--- src/design/bertlv_pkg.sv ---
// Shared types and constants for the BER-TLV stream decoder.
// Used by the front, queue, back and top-level modules; no dependencies.
`default_nettype none

package bertlv_pkg;

    localparam int TAG_W      = 32;
    localparam int LEN_W      = 24;
    localparam int CFG_W      = 24;
    localparam int Q_DEPTH    = 2;
    localparam int Q_PTR_W    = 1;
    localparam int Q_CNT_W    = 2;

    localparam logic [4:0] TAG_MULTI_MARK = 5'h1F;

    typedef enum logic [0:0] {
        CFG_REGION_LENGTH    = 1'b0,
        CFG_REGION_UNBOUNDED = 1'b1
    } cfg_index_t;

    typedef enum logic [1:0] {
        ROLE_TAG     = 2'd0,
        ROLE_LENGTH  = 2'd1,
        ROLE_VALUE   = 2'd2,
        ROLE_IGNORED = 2'd3
    } role_t;

    typedef enum logic [2:0] {
        ST_OK          = 3'd0,
        ST_TAG_LONG    = 3'd1,
        ST_LEN_LONG    = 3'd2,
        ST_INDEFINITE  = 3'd3,
        ST_OVERRUN     = 3'd4,
        ST_AFTER_END   = 3'd5
    } status_t;

    typedef enum logic [6:0] {
        PH_TAG_FIRST = 7'b0000001,
        PH_TAG_MORE  = 7'b0000010,
        PH_LEN_FIRST = 7'b0000100,
        PH_LEN_MORE  = 7'b0001000,
        PH_VALUE     = 7'b0010000,
        PH_ENDED     = 7'b0100000,
        PH_ERROR     = 7'b1000000
    } phase_t;

    typedef struct packed {
        role_t              role;
        logic [7:0]         data;
        logic               header_done;
        logic [TAG_W-1:0]   tag;
        logic [LEN_W-1:0]   len;
        logic               last_value;
        logic               region_end;
        status_t            status;
    } result_t;

endpackage

`default_nettype wire

--- src/design/ber_tlv_stream_decoder_unit.sv ---
// Top level of the BER-TLV stream decoder: front, result queue and back end.
// Depends on bertlv_pkg, bertlv_front, bertlv_queue and bertlv_back.
`default_nettype none

// The decoder takes one stream byte per cycle while in_stall is low and gives
// one result item per byte: its role (tag, length or value or ignored), the
// byte itself, the tag and length so far, and flags for a finished header, the
// last value byte and the end of the region. The sustained rate is one byte per
// clock while neither side stalls, set by the per-byte state update in the front
// end. A result passes through the queue entry and then the output register
// before it is presented at the outputs. A two-entry queue and an output
// register let input and output stall independently. The user must write
// configuration only while idle; the block itself does not enforce it.
// region_length takes effect at the next byte with restart set.
module ber_tlv_stream_decoder_unit
    import bertlv_pkg::*;
#(
    parameter int MAX_TAG_BYTES    = 4,
    parameter int MAX_LENGTH_BYTES = 3
)
(
    input  wire logic              clk,
    input  wire logic              rst_n,
    input  wire logic              in_valid,
    output logic                   in_stall,
    input  wire logic [7:0]        data_byte,
    input  wire logic              restart,
    output logic                   out_valid,
    input  wire logic              out_stall,
    output logic [1:0]             byte_role,
    output logic [7:0]             passed_byte,
    output logic                   header_done,
    output logic [TAG_W-1:0]       tag_value,
    output logic [LEN_W-1:0]       length_value,
    output logic                   last_value_byte,
    output logic                   region_end,
    output logic [2:0]             status,
    input  wire logic              cfg_we,
    input  wire logic [0:0]        cfg_index,
    input  wire logic [CFG_W-1:0]  cfg_data
);

    logic    q_full, q_not_empty, q_pop, push;
    result_t push_item, q_head, out_item;

    assign in_stall = q_full;

    bertlv_front #(
        .MAX_TAG_BYTES    (MAX_TAG_BYTES),
        .MAX_LENGTH_BYTES (MAX_LENGTH_BYTES)
    ) u_front (
        .clk       (clk),
        .rst_n     (rst_n),
        .in_valid  (in_valid),
        .data_byte (data_byte),
        .restart   (restart),
        .cfg_we    (cfg_we),
        .cfg_index (cfg_index),
        .cfg_data  (cfg_data),
        .q_full    (q_full),
        .push      (push),
        .push_item (push_item)
    );

    bertlv_queue u_queue (
        .clk       (clk),
        .rst_n     (rst_n),
        .push      (push),
        .push_item (push_item),
        .pop       (q_pop),
        .full      (q_full),
        .not_empty (q_not_empty),
        .head      (q_head)
    );

    bertlv_back u_back (
        .clk         (clk),
        .rst_n       (rst_n),
        .q_not_empty (q_not_empty),
        .q_head      (q_head),
        .q_pop       (q_pop),
        .out_stall   (out_stall),
        .out_valid   (out_valid),
        .out_item    (out_item)
    );

    assign byte_role       = out_item.role;
    assign passed_byte     = out_item.data;
    assign header_done     = out_item.header_done;
    assign tag_value       = out_item.tag;
    assign length_value    = out_item.len;
    assign last_value_byte = out_item.last_value;
    assign region_end      = out_item.region_end;
    assign status          = out_item.status;

endmodule

`default_nettype wire

--- src/design/bertlv_front.sv ---
// Front end: accepts stream bytes, classifies them and tracks the TLV state.
// Depends on bertlv_pkg; pushes one result per byte into bertlv_queue.
`default_nettype none

module bertlv_front
    import bertlv_pkg::*;
#(
    parameter int MAX_TAG_BYTES    = 4,
    parameter int MAX_LENGTH_BYTES = 3
)
(
    input  wire logic              clk,
    input  wire logic              rst_n,
    input  wire logic              in_valid,
    input  wire logic [7:0]        data_byte,
    input  wire logic              restart,
    input  wire logic              cfg_we,
    input  wire logic [0:0]        cfg_index,
    input  wire logic [CFG_W-1:0]  cfg_data,
    input  wire logic              q_full,
    output logic                   push,
    output result_t                push_item
);

    logic [LEN_W-1:0] region_length_reg;
    logic             region_unbounded_reg;

    phase_t           phase_reg, phase_next;
    logic [TAG_W-1:0] tag_reg, tag_next;
    logic [2:0]       tag_cnt_reg, tag_cnt_next;
    logic [LEN_W-1:0] len_reg, len_next;
    logic [1:0]       len_left_reg, len_left_next;
    logic [LEN_W-1:0] val_left_reg, val_left_next;
    logic [LEN_W-1:0] rgn_left_reg, rgn_left_next;
    status_t          held_reg, held_next;

    phase_t           ph;
    logic [TAG_W-1:0] tag_cur;
    logic [2:0]       tag_cnt_cur;
    logic [LEN_W-1:0] len_cur;
    logic [1:0]       len_left_cur;
    logic [LEN_W-1:0] val_left_cur;
    logic [LEN_W-1:0] rgn_left_cur;
    status_t          held_cur;

    logic             bounded;
    logic             hdr_fire;
    logic [6:0]       len_code;
    result_t          res;

    assign push     = in_valid && !q_full;
    assign bounded  = !region_unbounded_reg;
    assign len_code = data_byte[6:0];

    always_comb
    begin
        ph           = restart ? PH_TAG_FIRST : phase_reg;
        tag_cur      = restart ? '0 : tag_reg;
        tag_cnt_cur  = restart ? '0 : tag_cnt_reg;
        len_cur      = restart ? '0 : len_reg;
        len_left_cur = restart ? '0 : len_left_reg;
        val_left_cur = restart ? '0 : val_left_reg;
        rgn_left_cur = restart ? region_length_reg : rgn_left_reg;
        held_cur     = restart ? ST_OK : held_reg;

        phase_next    = ph;
        tag_next      = tag_cur;
        tag_cnt_next  = tag_cnt_cur;
        len_next      = len_cur;
        len_left_next = len_left_cur;
        val_left_next = val_left_cur;
        rgn_left_next = rgn_left_cur;
        held_next     = held_cur;

        hdr_fire        = 1'b0;
        res.role        = ROLE_IGNORED;
        res.data        = data_byte;
        res.header_done = 1'b0;
        res.last_value  = 1'b0;
        res.region_end  = 1'b0;
        res.status      = ST_OK;

        if (ph == PH_ERROR)
        begin
            res.status = held_cur;
        end
        else if (ph == PH_ENDED)
        begin
            res.status = ST_AFTER_END;
        end
        else if (bounded && rgn_left_cur == '0)
        begin
            if (ph == PH_TAG_FIRST)
            begin
                phase_next = PH_ENDED;
                res.status = ST_AFTER_END;
            end
            else
            begin
                if (ph == PH_VALUE)
                    res.role = ROLE_VALUE;
                else if (ph == PH_TAG_MORE)
                    res.role = ROLE_TAG;
                else
                    res.role = ROLE_LENGTH;
                phase_next = PH_ERROR;
                held_next  = ST_OVERRUN;
                res.status = ST_OVERRUN;
            end
        end
        else
        begin
            if (bounded)
                rgn_left_next = rgn_left_cur - 1'b1;
            case (ph)
                PH_TAG_FIRST:
                begin
                    res.role     = ROLE_TAG;
                    tag_next     = {{(TAG_W-8){1'b0}}, data_byte};
                    tag_cnt_next = 3'd1;
                    len_next     = '0;
                    phase_next   = (data_byte[4:0] == TAG_MULTI_MARK) ? PH_TAG_MORE
                                                                      : PH_LEN_FIRST;
                end
                PH_TAG_MORE:
                begin
                    res.role = ROLE_TAG;
                    if (tag_cnt_cur >= 3'(MAX_TAG_BYTES))
                    begin
                        phase_next = PH_ERROR;
                        held_next  = ST_TAG_LONG;
                        res.status = ST_TAG_LONG;
                    end
                    else
                    begin
                        tag_next     = {tag_cur[TAG_W-9:0], data_byte};
                        tag_cnt_next = tag_cnt_cur + 1'b1;
                        if (!data_byte[7])
                            phase_next = PH_LEN_FIRST;
                    end
                end
                PH_LEN_FIRST:
                begin
                    res.role = ROLE_LENGTH;
                    if (data_byte[7])
                    begin
                        if (len_code == '0)
                        begin
                            phase_next = PH_ERROR;
                            held_next  = ST_INDEFINITE;
                            res.status = ST_INDEFINITE;
                        end
                        else if (len_code > 7'(MAX_LENGTH_BYTES))
                        begin
                            phase_next = PH_ERROR;
                            held_next  = ST_LEN_LONG;
                            res.status = ST_LEN_LONG;
                        end
                        else
                        begin
                            len_left_next = len_code[1:0];
                            len_next      = '0;
                            phase_next    = PH_LEN_MORE;
                        end
                    end
                    else
                    begin
                        len_next = {{(LEN_W-8){1'b0}}, data_byte};
                        hdr_fire = 1'b1;
                    end
                end
                PH_LEN_MORE:
                begin
                    res.role      = ROLE_LENGTH;
                    len_next      = {len_cur[LEN_W-9:0], data_byte};
                    len_left_next = len_left_cur - 1'b1;
                    hdr_fire      = (len_left_next == 2'd0);
                end
                PH_VALUE:
                begin
                    res.role      = ROLE_VALUE;
                    val_left_next = val_left_cur - 1'b1;
                    if (val_left_next == '0)
                    begin
                        res.last_value = 1'b1;
                        if (bounded && rgn_left_next == '0)
                        begin
                            res.region_end = 1'b1;
                            phase_next     = PH_ENDED;
                        end
                        else
                        begin
                            phase_next = PH_TAG_FIRST;
                        end
                    end
                end
                default:
                begin
                    phase_next = ph;
                end
            endcase

            if (hdr_fire)
            begin
                if (!bounded && tag_next == '0)
                begin
                    res.region_end = 1'b1;
                    phase_next     = PH_ENDED;
                end
                else if (bounded && len_next > rgn_left_next)
                begin
                    phase_next = PH_ERROR;
                    held_next  = ST_OVERRUN;
                    res.status = ST_OVERRUN;
                end
                else
                begin
                    res.header_done = 1'b1;
                    val_left_next   = len_next;
                    if (len_next == '0)
                    begin
                        res.last_value = 1'b1;
                        if (bounded && rgn_left_next == '0)
                        begin
                            res.region_end = 1'b1;
                            phase_next     = PH_ENDED;
                        end
                        else
                        begin
                            phase_next = PH_TAG_FIRST;
                        end
                    end
                    else
                    begin
                        phase_next = PH_VALUE;
                    end
                end
            end
        end

        res.tag = tag_next;
        res.len = len_next;
    end

    assign push_item = res;

    always_ff @(posedge clk or negedge rst_n)
    begin
        if (!rst_n)
        begin
            region_length_reg    <= '0;
            region_unbounded_reg <= 1'b1;
        end
        else if (cfg_we)
        begin
            case (cfg_index)
                CFG_REGION_LENGTH:    region_length_reg    <= cfg_data[LEN_W-1:0];
                CFG_REGION_UNBOUNDED: region_unbounded_reg <= cfg_data[0];
                default:              region_length_reg    <= region_length_reg;
            endcase
        end
    end

    always_ff @(posedge clk or negedge rst_n)
    begin
        if (!rst_n)
        begin
            phase_reg    <= PH_TAG_FIRST;
            tag_reg      <= '0;
            tag_cnt_reg  <= '0;
            len_reg      <= '0;
            len_left_reg <= '0;
            val_left_reg <= '0;
            rgn_left_reg <= '0;
            held_reg     <= ST_OK;
        end
        else if (push)
        begin
            phase_reg    <= phase_next;
            tag_reg      <= tag_next;
            tag_cnt_reg  <= tag_cnt_next;
            len_reg      <= len_next;
            len_left_reg <= len_left_next;
            val_left_reg <= val_left_next;
            rgn_left_reg <= rgn_left_next;
            held_reg     <= held_next;
        end
    end

    a_error_has_code: assert property (@(posedge clk) disable iff (!rst_n)
        (phase_reg == PH_ERROR) |-> (held_reg != ST_OK))
        else $error("error phase without a held error code");

    a_header_on_length: assert property (@(posedge clk) disable iff (!rst_n)
        (push && push_item.header_done) |-> (push_item.role == ROLE_LENGTH
                                             && push_item.status == ST_OK))
        else $error("header completed on a byte that is not a clean length byte");

    a_error_held: assert property (@(posedge clk) disable iff (!rst_n)
        (push && !restart && phase_reg == PH_ERROR) |=> (phase_reg == PH_ERROR
                                                          && $stable(held_reg)))
        else $error("held error changed without restart");

endmodule

`default_nettype wire

--- src/design/bertlv_queue.sv ---
// Short result queue between the decoding front and the output back end.
// Depends on bertlv_pkg for the result type and queue depth.
`default_nettype none

module bertlv_queue
    import bertlv_pkg::*;
(
    input  wire logic     clk,
    input  wire logic     rst_n,
    input  wire logic     push,
    input  wire result_t  push_item,
    input  wire logic     pop,
    output logic          full,
    output logic          not_empty,
    output result_t       head
);

    result_t              entry [Q_DEPTH];
    logic [Q_PTR_W-1:0]   wr_ptr_reg, rd_ptr_reg;
    logic [Q_CNT_W-1:0]   count_reg;

    assign full      = (count_reg == Q_CNT_W'(Q_DEPTH));
    assign not_empty = (count_reg != '0);
    assign head      = entry[rd_ptr_reg];

    always_ff @(posedge clk)
    begin
        if (push)
            entry[wr_ptr_reg] <= push_item;
    end

    always_ff @(posedge clk or negedge rst_n)
    begin
        if (!rst_n)
        begin
            wr_ptr_reg <= '0;
            rd_ptr_reg <= '0;
            count_reg  <= '0;
        end
        else
        begin
            if (push)
                wr_ptr_reg <= (wr_ptr_reg == Q_PTR_W'(Q_DEPTH - 1)) ? '0 : wr_ptr_reg + 1'b1;
            if (pop)
                rd_ptr_reg <= (rd_ptr_reg == Q_PTR_W'(Q_DEPTH - 1)) ? '0 : rd_ptr_reg + 1'b1;
            if (push && !pop)
                count_reg <= count_reg + 1'b1;
            else if (pop && !push)
                count_reg <= count_reg - 1'b1;
        end
    end

endmodule

`default_nettype wire

--- src/design/bertlv_back.sv ---
// Back end: takes decoded items from the queue into the output register.
// Depends on bertlv_pkg for the result type.
`default_nettype none

module bertlv_back
    import bertlv_pkg::*;
(
    input  wire logic     clk,
    input  wire logic     rst_n,
    input  wire logic     q_not_empty,
    input  wire result_t  q_head,
    output logic          q_pop,
    input  wire logic     out_stall,
    output logic          out_valid,
    output result_t       out_item
);

    logic    valid_reg;
    result_t item_reg;

    assign q_pop     = q_not_empty && (!valid_reg || !out_stall);
    assign out_valid = valid_reg;
    assign out_item  = item_reg;

    always_ff @(posedge clk)
    begin
        if (q_pop)
            item_reg <= q_head;
    end

    always_ff @(posedge clk or negedge rst_n)
    begin
        if (!rst_n)
            valid_reg <= 1'b0;
        else if (q_pop)
            valid_reg <= 1'b1;
        else if (!out_stall)
            valid_reg <= 1'b0;
    end

endmodule

`default_nettype wire

--- config.mk ---
export PLATFORM = sky130hd
export DESIGN_NAME = ber_tlv_stream_decoder_unit
export DESIGN_NICKNAME = d
export VERILOG_FILES = /design/src/design/bertlv_pkg.sv /design/src/design/ber_tlv_stream_decoder_unit.sv /design/src/design/bertlv_front.sv /design/src/design/bertlv_queue.sv /design/src/design/bertlv_back.sv
export SDC_FILE = /design/constraint.sdc
export NUM_CORES = 1
export LEC_CHECK = 0
export CORE_MARGIN = 2
export CORE_UTILIZATION = 64
export DETAILED_ROUTE_END_ITERATION = 7
export DONT_BUFFER_PORTS = 1
export GPL_ROUTABILITY_DRIVEN = 1
export PLACE_DENSITY = 0.82
export SLEW_MARGIN = 20
export SYNTH_ARGS = -nofsm -noshare
export SYNTH_HDL_FRONTEND = slang
export SYNTH_SLANG_ARGS = --single-unit
--- constraint.sdc ---
create_clock -name clk -period 6.25 [get_ports clk]
set_input_delay 0.3125 -clock clk [delete_from_list [all_inputs] [get_ports clk]]
set_output_delay 0.3125 -clock clk [all_outputs]
set_load 0.05 [all_outputs]
==> flow_metrics.tcl <==
set metrics [dict create \
    outcome "complete, no violations" \
    syn_avg_cell_area_um2 11.3 \
    place_area_um2 18600 \
    path_class "reg2reg" \
    grt_max_degree 153 \
    start_kind "flop" \
    worst_pin_slew_ns 1.14 \
    clkPwrFrac_pct 23.3 \
    syn2layout_area_growth_pct 9.63 \
    drt_wl_total_um 46800 \
    layout_min_cycle_time_ns 5.20 \
    fin_tns_setup_ns 0 \
    ir_worst_vdd_v 0.000333 \
    fp-row-count 62 \
    coreArea_um2 28500 \
    drive_gt1_share_pct 13.4 \
    synth_fp_nets 1693 \
    slew_violations 0 \
    crit_family "simple AND/OR/NAND/NOR gates" \
    netlist_area_um2 18400 \
    hp-class "in2reg" \
    ant_nets 0 \
    power_density_nw_per_um2 469 \
    grt_pass1_wl_um 73900 \
    worst_ep_arrival_time_ns 5.43 \
    p_int_mw 5.68 \
    wl_per_cell_um 23.0 \
    htree_levels 2 \
    swShare_pct 40.0 \
    pin_count 113 \
    fin_skew_ns 0.0274 \
    slowest_stage "or4_1" \
    path_clk_slew_ns 0.06 \
    synth-edff-count 216 \
    layout_worst_path_cycle_share_pct 83.1 \
    async_flop_share_pct 40.8 \
    post_cts_buffers 0 \
    clockRootBuffer "clkbuf_16" \
    grt.overflow.total 0 \
    p_leak_nw 8.02 \
    yosysSeqAreaShare_pct 55.5 \
    gp_congestion 0.951 \
    grt_pass1_vias 13100 \
    die_x_um 174 \
    crit_path_end_kind "flop" \
    synth.distinct_cells 84 \
    cts_tree "done" \
    power_frac_comb_pct 27.0 \
    drtPass1Iterations 6 \
    track_usage_pct 31.0 \
    path_common_cell "ha_1" \
    cpPeakStageDelay_ns 0.66 \
    yosysWarnings 0 \
    required_ns 6.49 \
    cts.sinks 365 \
    clkLatencyLatePin_ns 0.54 \
    post-route-cell-area_um2 20200 \
    max_slew_margin_pct 23.7 \
    fmax_mhz 192 \
    avgViaCountPerCell 6.73 \
    pwr-share-seq_pct 49.6 \
    via_count 13700 \
    worst-path-max-fanout 7 \
    rsz0062_at_grt "false" \
    syn_inst 1624 \
    p_sw_mw 3.79 \
    start_util_pct 64.5 \
    setup_viol 0 \
    synthFlopType "edfxtp_1" \
    die-area_um2 30200 \
    finalNetCount 1686 \
    largest_reg_flops 144 \
    clock_path_buffers 3 \
    critPathBufInv 0 \
    yosys_register_bits 365 \
    cap_viol_max_count 0 \
    hold_violations 0 \
    die_h_um 174 \
    path_cells "mux2i_1 -> ha_1 -> nor2b_1 -> o211ai_1 -> or4_1 -> nor2_1 -> xor2_1 -> ha_1 -> nand4_1 -> nor4_1 -> a222oi_1 -> nand4b_1 -> nand2_1 -> o21ai_0 -> o32ai_1" \
    drtIter0Drc 1803 \
    antenna_found_initial 2 \
    io_buffers 0 \
    drc 0 \
    hpwl_um 29700 \
    cts_buffers 38 \
]
[layout make-up]
class | instances | area, um^2
Clock buffer | 53 | 1050
Antenna cell | 1 | 2.50
Sequential cell | 365 | 10200
Fill cell | 1986 | 8350
Inverter | 39 | 146
Timing Repair Buffer | 52 | 500
Multi-Input combinational cell | 1121 | 7640
Tap cell | 384 | 480
Clock inverter | 17 | 160
[per-layer routing]
metal  wire [um]  up-vias  track usage, %
li1            -     6044               -
met1       19200     6714            43.9
met2       21900      793            49.4
met3        4420      115            5.83
met4        1360        0            9.42
met5           0        -               0
[power groups by stage]
stage                     sequential (mW)  combinational, mW  clock [mW]
after CTS                            4.68               2.53        2.23
after global routing                 4.75               2.80        2.32
final                                4.70               2.56        2.21
after floorplan                      4.55               1.93           0
after global placement               4.66               2.38           0
after detailed placement             4.71               2.46           0
[kinds of logic after synthesis]
kind of cell | share of synthesized area [%]
and+or+nand+nor | 13.9
muxes | 9.33
xor gates and xnor gates | 2.14
adders and majority gates | 2.04
DFF | 55.5
buffers and inverters | 3.29
AOI/OAI and AO/OA | 13.9
[synthesized netlist by cell type (6+ instances only)]
library cell | count | share of area, %
edfxtp_1 | 216 | 35
nand2_1 | 193 | 3.9
dfrtp_1 | 147 | 20
mux2_2 | 109 | 6.7
nor2_1 | 98 | 2.0
o21ai_0 | 77 | 2.1
clkbuf_1 | 59 | 1.2
a21oi_1 | 55 | 1.5
a22o_1 | 53 | 2.5
mux2i_1 | 49 | 2.7
nor3_1 | 45 | 1.2
nand3_1 | 44 | 1.2
inv_1 | 37 | 0.75
ha_1 | 30 | 2.0
nor2b_1 | 26 | 0.88
o21ai_1 | 26 | 0.71
xnor2_1 | 26 | 1.2
a22oi_1 | 25 | 1.0
buf_2 | 22 | 0.60
a31oi_1 | 21 | 0.71
nor4_1 | 21 | 0.71
xor2_1 | 19 | 0.90
nand2b_1 | 14 | 0.48
nand4_1 | 13 | 0.44
o211ai_1 | 13 | 0.53
and3_1 | 12 | 0.41
o31ai_1 | 11 | 0.45
or3_1 | 8 | 0.27
a21o_1 | 7 | 0.29
buf_1 | 7 | 0.14
o21a_1 | 7 | 0.29
o22a_1 | 7 | 0.33
o311ai_0 | 7 | 0.33
buf_4 | 6 | 0.24
nor3b_1 | 6 | 0.24
o32ai_1 | 6 | 0.29
or4_1 | 6 | 0.24
[repair_timing]
item,in CTS,in global routing
setup endpoints to repair,0,0
hold buffers,37,0
endpoints found under the hold margin,196,0
gates resized for setup,0,0
[through the flow]
step | setup slack [ns] | hold slack [ns] | total power, mW | std cells | util, %
finish | 1.05 | 0.00767 | 9.47 | 2032 | 70.7
global route | 0.585 | 0.00728 | 9.88 | 2032 | 70.7
CTS | 1.22 | 0.000108 | 9.44 | 2031 | 70.7
detailed placement | 1.23 | 0.0261 | 7.18 | 1924 | 65.1
global placement | 1.51 | 0.0278 | 7.04 | 1924 | 65.1
floorplan | 0.764 | 0.0169 | 6.48 | 1624 | -
[placed cells by master, fill, tap and decap left out, types with 30 or more instances in the layout]
cell / instances
ha_1: 30
nor3_1: 43
nand2_1: 192
inv_1: 36
dlygate4sd3_1: 36
clkbuf_16: 39
nor2_1: 97
a22o_1: 53
o21ai_0: 77
mux2i_1: 49
a21oi_1: 55
mux2_2: 109
nand3_1: 44
edfxtp_1: 216
dfrtp_1: 146
[path summary, 6_finish.rpt]
check                                         from                       end  slack (ns)  cells after the start
max reg2reg                u_front.rgn_left_reg[0]       u_queue.entry[1][1]        1.05                     15
min                                        restart   u_front.rgn_left_reg[5]       0.008                      2
min in group asynchronous                    rst_n  u_front.val_left_reg[21]        0.35                      2
min reg2reg                u_front.len_left_reg[0]   u_front.len_left_reg[0]        0.48                      2
max                        u_front.rgn_left_reg[0]       u_queue.entry[1][1]        1.05                     15
max in group asynchronous                    rst_n        u_queue.rd_ptr_reg        5.07                      2
(Power assumes the default switching activity.)
